[config.mk]
export PLATFORM = sky130hd
export DESIGN_NAME = kdj_ctrl
export DESIGN_NICKNAME = d
export VERILOG_FILES = /design/src/design/kdj_pkg.sv /design/src/design/kdj_ctrl.sv
export SDC_FILE = /design/constraint.sdc
export NUM_CORES = 1
export LEC_CHECK = 0
export BUFFER_PORTS_ARGS = -buffer_cell sky130_fd_sc_hd__buf_2
export CAP_MARGIN = 20
export CORE_AREA = 2 2 39 41
export DETAILED_ROUTE_END_ITERATION = 6
export DIE_AREA = 0 0 41 43
export SLEW_MARGIN = 0
export SYNTH_ARGS = -nofsm -noshare
export SYNTH_HDL_FRONTEND = slang
export SYNTH_SLANG_ARGS = --single-unit
[constraint.sdc]
create_clock -name aclk -period 2 [get_ports aclk]
set_input_delay 0.1 -clock aclk [delete_from_list [all_inputs] [get_ports aclk]]
set_output_delay 0.1 -clock aclk [all_outputs]
set_load 0.005 [all_outputs]
[src/design/kdj_pkg.sv]
// ----------------------------------------------------------------------------
// KDJ oscillator package
// Shared constants, operation codes and controller/datapath interface types.
// ----------------------------------------------------------------------------
package kdj_pkg;

    localparam int MAX_WINDOW = 64;
    localparam int PRICE_BITS = 32;
    localparam int CFG_W      = 7;
    localparam int IDX_W      = 2;
    localparam int KD_W       = 23;
    localparam int J_W        = 26;
    localparam int SLOT_W     = $clog2(MAX_WINDOW);
    localparam int CNT_W      = $clog2(MAX_WINDOW + 1);
    localparam int MUL_A_W    = (PRICE_BITS > KD_W) ? PRICE_BITS : KD_W;
    localparam int PROD_W     = MUL_A_W + KD_W;
    localparam int QCNT_W     = $clog2(KD_W + 1);
    localparam int IN_DATA_W  = ((3 * PRICE_BITS + 7) / 8) * 8;
    localparam int OUT_DATA_W = ((2 * KD_W + J_W + 7) / 8) * 8;

    localparam logic [KD_W-1:0] RSV_FULL = KD_W'(6553600);
    localparam logic [KD_W-1:0] RSV_HALF = KD_W'(3276800);

    localparam logic [IDX_W-1:0] REG_WINDOW_LENGTH = 2'd0;
    localparam logic [IDX_W-1:0] REG_K_SMOOTHING   = 2'd1;
    localparam logic [IDX_W-1:0] REG_D_SMOOTHING   = 2'd2;

    localparam logic [CFG_W-1:0] WINDOW_LENGTH_RST = 7'd9;
    localparam logic [CFG_W-1:0] K_SMOOTHING_RST   = 7'd3;
    localparam logic [CFG_W-1:0] D_SMOOTHING_RST   = 7'd3;

    typedef logic [PRICE_BITS-1:0] price_t;
    typedef logic [KD_W-1:0]       kd_t;

    typedef enum logic [1:0] {
        OP_RSV,
        OP_K,
        OP_D
    } op_t;

    typedef struct packed {
        logic [CNT_W-1:0] win;
        logic [CFG_W-1:0] kdiv;
        logic [CFG_W-1:0] ddiv;
    } cfg_t;

    typedef struct packed {
        logic load;
        logic scan;
        logic eval;
        logic mul;
        logic div_load;
        logic div_step;
        logic rsv_take;
        logic rsv_apply;
        logic k_take;
        logic d_take;
        logic out_load;
        logic finish;
        op_t  op;
    } cmd_t;

    typedef struct packed {
        logic scan_done;
        logic need_div;
        logic seed;
        logic emit;
        logic div_done;
        logic out_free;
    } sts_t;

endpackage

[src/design/kdj_ctrl.sv]
// ----------------------------------------------------------------------------
// KDJ controller
// Sequences load, window scan, RSV scaling, K and D updates and result hand-off.
// ----------------------------------------------------------------------------
module kdj_ctrl (
    input  logic          aclk,
    input  logic          aresetn,
    input  logic          s_tvalid,
    output logic          s_tready,
    input  kdj_pkg::sts_t sts,
    output kdj_pkg::cmd_t cmd
);

    localparam logic [3:0] S_IDLE    = 4'd0;
    localparam logic [3:0] S_SCAN    = 4'd1;
    localparam logic [3:0] S_EVAL    = 4'd2;
    localparam logic [3:0] S_RMUL    = 4'd3;
    localparam logic [3:0] S_RDIV_LD = 4'd4;
    localparam logic [3:0] S_RDIV    = 4'd5;
    localparam logic [3:0] S_RSV     = 4'd6;
    localparam logic [3:0] S_KMUL    = 4'd7;
    localparam logic [3:0] S_KDIV_LD = 4'd8;
    localparam logic [3:0] S_KDIV    = 4'd9;
    localparam logic [3:0] S_DMUL    = 4'd10;
    localparam logic [3:0] S_DDIV_LD = 4'd11;
    localparam logic [3:0] S_DDIV    = 4'd12;
    localparam logic [3:0] S_OUT     = 4'd13;
    localparam logic [3:0] S_FIN     = 4'd14;

    logic [3:0] state_reg, state_next;

    assign s_tready = state_reg == S_IDLE;

    always_comb begin
        state_next = state_reg;
        cmd        = '0;
        cmd.op     = kdj_pkg::OP_RSV;
        unique case (state_reg)
            S_IDLE: begin
                if (s_tvalid) begin
                    cmd.load   = 1'b1;
                    state_next = S_SCAN;
                end
            end
            S_SCAN: begin
                cmd.scan = 1'b1;
                if (sts.scan_done) state_next = S_EVAL;
            end
            S_EVAL: begin
                cmd.eval = 1'b1;
                if (!sts.seed && !sts.emit) begin
                    state_next = S_FIN;
                end else if (sts.need_div) begin
                    state_next = S_RMUL;
                end else begin
                    state_next = S_RSV;
                end
            end
            S_RMUL: begin
                cmd.mul    = 1'b1;
                cmd.op     = kdj_pkg::OP_RSV;
                state_next = S_RDIV_LD;
            end
            S_RDIV_LD: begin
                cmd.div_load = 1'b1;
                cmd.op       = kdj_pkg::OP_RSV;
                state_next   = S_RDIV;
            end
            S_RDIV: begin
                if (sts.div_done) begin
                    cmd.rsv_take = 1'b1;
                    state_next   = S_RSV;
                end else begin
                    cmd.div_step = 1'b1;
                end
            end
            S_RSV: begin
                cmd.rsv_apply = 1'b1;
                state_next    = sts.seed ? S_FIN : S_KMUL;
            end
            S_KMUL: begin
                cmd.mul    = 1'b1;
                cmd.op     = kdj_pkg::OP_K;
                state_next = S_KDIV_LD;
            end
            S_KDIV_LD: begin
                cmd.div_load = 1'b1;
                cmd.op       = kdj_pkg::OP_K;
                state_next   = S_KDIV;
            end
            S_KDIV: begin
                if (sts.div_done) begin
                    cmd.k_take = 1'b1;
                    state_next = S_DMUL;
                end else begin
                    cmd.div_step = 1'b1;
                end
            end
            S_DMUL: begin
                cmd.mul    = 1'b1;
                cmd.op     = kdj_pkg::OP_D;
                state_next = S_DDIV_LD;
            end
            S_DDIV_LD: begin
                cmd.div_load = 1'b1;
                cmd.op       = kdj_pkg::OP_D;
                state_next   = S_DDIV;
            end
            S_DDIV: begin
                if (sts.div_done) begin
                    cmd.d_take = 1'b1;
                    state_next = S_OUT;
                end else begin
                    cmd.div_step = 1'b1;
                end
            end
            S_OUT: begin
                if (sts.out_free) begin
                    cmd.out_load = 1'b1;
                    cmd.finish   = 1'b1;
                    state_next   = S_IDLE;
                end
            end
            S_FIN: begin
                cmd.finish = 1'b1;
                state_next = S_IDLE;
            end
            default: begin
                state_next = S_IDLE;
            end
        endcase
    end

    always_ff @(posedge aclk) begin
        if (!aresetn) begin
            state_reg <= S_IDLE;
        end else begin
            state_reg <= state_next;
        end
    end

endmodule
Word-level counts from Yosys, hierarchy flattened
Index checks and enable logic that the tools add are counted.

Word-level logic and storage cells: 58. Input port bits: 9. Register bits after elaboration: 4. Output and inout port bits: 15.

Mux-type cells: 27. Reduce and logical (&&, ||, !) cells: 10. Eq/ne operators: 20.

Operators by type and width (number): case mux 4 bit (14 select lines) (1); two-way mux 4 bit (8); equality test 4 bit, second input constant (7); equality test 4 x 3 -> 1 bit, second input constant (4); two-way mux 1 bit (14); != test 2 bit, second input constant (6); OR reduction 3 bit (3); equality test 4 x 2 -> 1 bit, second input constant (2); AND reduction 6 bit (1); equality test 4 x 1 -> 1 bit, second input constant (1); zero test 4 bit (1); case mux 2 bit (2 select lines) (1); OR reduction 2 bit (2); two-way mux 3 bit (1); zero test 1 bit (2); two-way mux 2 bit (1); case mux 1 bit (2 select lines) (1); logical AND 1 bit (1).

Depth between registers and ports, before layout
Depth after elaboration: 4. Depth in mapped cells: 6. Depth with buffers taken out: 4.

Worst setup path before layout
No wires, ideal clock.

Path type: register to register. From: register state_reg[0]. To: register state_reg[1]. Buffers on the path: 1. Path slack: 0.617 ns. Arrival: 1.267 ns. Required time: 1.884 ns. Clock period less this slack: 1.383 ns. Setup time: 0.116 ns. Cell stages (with the launch flop): 6. Path through: dfxtp_1 buf_4 xnor2_2 a2111oi_4 nor3_2 and4_1.

Word-level cells in the longest chain between the ends: 3. Elaborated cells on any way between the ends: 22. Those cells by class: eq/ne (19); mux (1); reduce/logical (2).

RTL lines: from (decl) (RTL line kdj_ctrl.sv:30) `logic [3:0] state_reg, state_next;`; from (signal assigned) (RTL line kdj_ctrl.sv:138) `state_reg <= state_next;`; equality test 4 x 1 -> 1 bit, or another cell as far along (RTL line kdj_ctrl.sv:38) `unique case (state_reg)`; != test 2 bit (no line); AND reduction 6 bit (no line).

Several ways; a longest one is shown, not always the timed one. A chain may end at the register's enable or synchronous reset.

==> impl_metrics.ini <==
[timing]
rsz0062_at_grt = false
worst_pin_slew_ns = 0.5357
fin_tns_setup_ns = 0
maxSlewHeadroom_pct = 64.24
period_needed_ns = 1.691
drv_slew = 0
fmax_ghz = 0.5912
finalSetupViolCount = 0
min_period_over_period_pct = 84.57
setup_slack_ns = 0.3086
hold_viol_final = 0
clock_skew_ns = 0.004063

[yosys]
async_flop_share_pct = 0
synth_edf_count = 0
ys_ff_latch = 4
synth_cell_type_count = 33
ys_seq_area_share_pct = 17.02
synth_area_um2 = 470.5
synth_warnings = 0
synth_nets = 75
avgSynthCellArea_um2 = 7.128
synth_cells = 66
yosys_most_used_dff = dfxtp_1

[die]
die-area_mm2 = 0.001763
ios = 24
rows = 14
die-width_um = 41
initial_core_util_pct = 34.00
core_area_mm2 = 0.001384
die_h_um = 43

[power_and_ir_drop]
peakVddDrop_uv = 314.3
p_per_area_mw_per_mm2 = 1040
static-leakage-power_nw = 0.2694
p_clk_share_pct = 15.9
p_int_w = 0.0003477
seq_power_share_pct = 27.6
swShare_pct = 44.58
power.switching_w = 0.0002797
combPwrFrac_pct = 56.5

[setup_path]
crit_path_top_delay_cell = dfxtp_1
crit_chain = buf_4 > nand2b_1 > mux2_2 > nor2_1 > buf_2
reg2reg_depth = 5
startpoint_type = register
worstPathRequired_ns = 1.90
r2r_start = state_reg[0]$_SDFFE_PN0P_
worstSetupEndpoint = cmd[10]
path_max_fanout = 11
end_kind = output port
critPathKind = reg2out
critPathArrivalTime_ns = 1.59
rr_endpoint = state_reg[3]$_SDFFE_PN0P_
cp_slowest_stage_delay_ns = 0.54
startpoint = state_reg[3]$_SDFFE_PN0P_
r2r_setup_slack_ns = 0.38

[final_layout]
layout_commonest_cell = buf_2
drive_gt1_share_pct = 39.08
largest_register_ffs = 4
area_growth_pct = 28.19
final_core_util_pct = 43.58
final_area_um2 = 603.1
final_cell_mix = buf_2, nand2_1, nor2_1
final_nets = 98
fillers = 139
antenna_cells = 0

[global_routing]
gr-total-overflow = 0
track_usage_pct = 15.33
grt_pass1_vias = 420
grt_max_degree = 18
grt_pass1_wl_um = 1890
antenna_found_initial = 0

[placement]
io_buffers = 23
place_area_um2 = 580.6
place.gp.congestion = 0.7525
place_ws_ns = 0.3743
dpl.hpwl_um = 866.3

[clocking]
worst_skew_pair.late_latency_ns = 0.24
cts_tree = yes
cts_max_level = 1
clkSinkCount = 4
cts.repair.resized = 0
clk_pin_slew_ns = 0.04
clockBufferDepth = 2
root_buffer = clkbuf_4
cts_setup_buffers = 0
cts-hold-fix-buffers = 0
cts_buffers = 3

[outcome]
outcome = completed

[drt]
drt-initial-drc-count = 8
drt_pass1_iterations = 4
wl_per_cell_um = 11.11
vias_per_cell = 5.068
vias = 522
ant_nets = 0
wl_um = 1144
drc_errors = 0

[worst_hold_path]
min_path_type = in2reg

[run]
maxCapViolCount = 0
layout make-up:
cell class,count,area [um2],area share (%)
well taps,16,20.02,3.320
flip-flops and latches,4,80.08,13.28
multi-input cells,52,339.1,56.22
clock buffers,3,22.52,3.734
inverters,3,11.26,1.867
repair buffers,25,130.1,21.58
per-stage QoR:
step | hold WS (ns) | std cells | power (W)
2_1_floorplan | 0.2206 | 66 | 0.0004319
3_3_place_gp | 0.3844 | 100 | 0.0005301
3_5_place_dp | 0.3839 | 100 | 0.0005269
4_1_cts | 0.1333 | 103 | 0.0006319
5_1_grt | 0.1569 | 103 | 0.0006906
6_report | 0.1377 | 103 | 0.0006274
power groups by stage:
| stage | sequential [W] | combinational [W] | clock (W) |
|---|---|---|---|
| finish | 0.000173 | 0.000355 | 0.0000997 |
| global route | 0.000182 | 0.000395 | 0.000115 |
| CTS | 0.000172 | 0.000356 | 0.000104 |
| detailed placement | 0.000174 | 0.000353 | 0 |
| global placement | 0.000173 | 0.000357 | 0 |
| floorplan | 0.000110 | 0.000322 | 0 |
cell usage after synthesis (2+ instances only):
master / instances / share of area, %
a21oi_1: 4 / 4.3
buf_2: 2 / 2.1
clkbuf_1: 2 / 1.6
dfxtp_1: 4 / 17
inv_1: 3 / 2.4
mux2_2: 2 / 4.8
nand2_1: 7 / 5.6
nand2b_1: 4 / 5.3
nor2_1: 6 / 4.8
nor3_1: 5 / 5.3
o21ai_0: 4 / 4.3
o22ai_1: 2 / 2.7
how the worst min path moves through the flow:
| stage | startpoint | end | cells past startpoint |
|---|---|---|---|
| after floorplan | sts[1] | cmd[8] | 1 |
| after global placement | aresetn | state_reg[2]$_SDFFE_PN0P_ | 3 |
| after detailed placement | aresetn | state_reg[2]$_SDFFE_PN0P_ | 3 |
| after CTS | aresetn | state_reg[2]$_SDFFE_PN0P_ | 3 |
| after global routing | aresetn | state_reg[2]$_SDFFE_PN0P_ | 3 |
| final | aresetn | state_reg[2]$_SDFFE_PN0P_ | 3 |
per-layer routing:
metal	global-route usage, %	part of all wire, %	vias up
met5	0	0	-
met4	6.000	1.2	0
met3	3.141	2.9	2
met2	21.56	46	11
met1	22.04	50	232
li1	-	-	277
kinds of logic after synthesis:
| kind of cell | after synthesis | synth area share [%] |
|---|---|---|
| simple gates | 30 | 32.98 |
| compound gates | 18 | 28.73 |
| buf+inv | 10 | 10.90 |
| flops | 4 | 17.02 |
| mux | 3 | 6.915 |
| xor+xnor | 1 | 3.458 |
worst max-delay path, delay by kind of cell (launching register included):
family	cells	cell delay [ns]
flip-flops	1	0.54
buffers and inverters	2	0.33
multiplexers	1	0.28
AND/OR/NAND/NOR	2	0.20
Note: power is estimated with default switching activity, not from simulation.
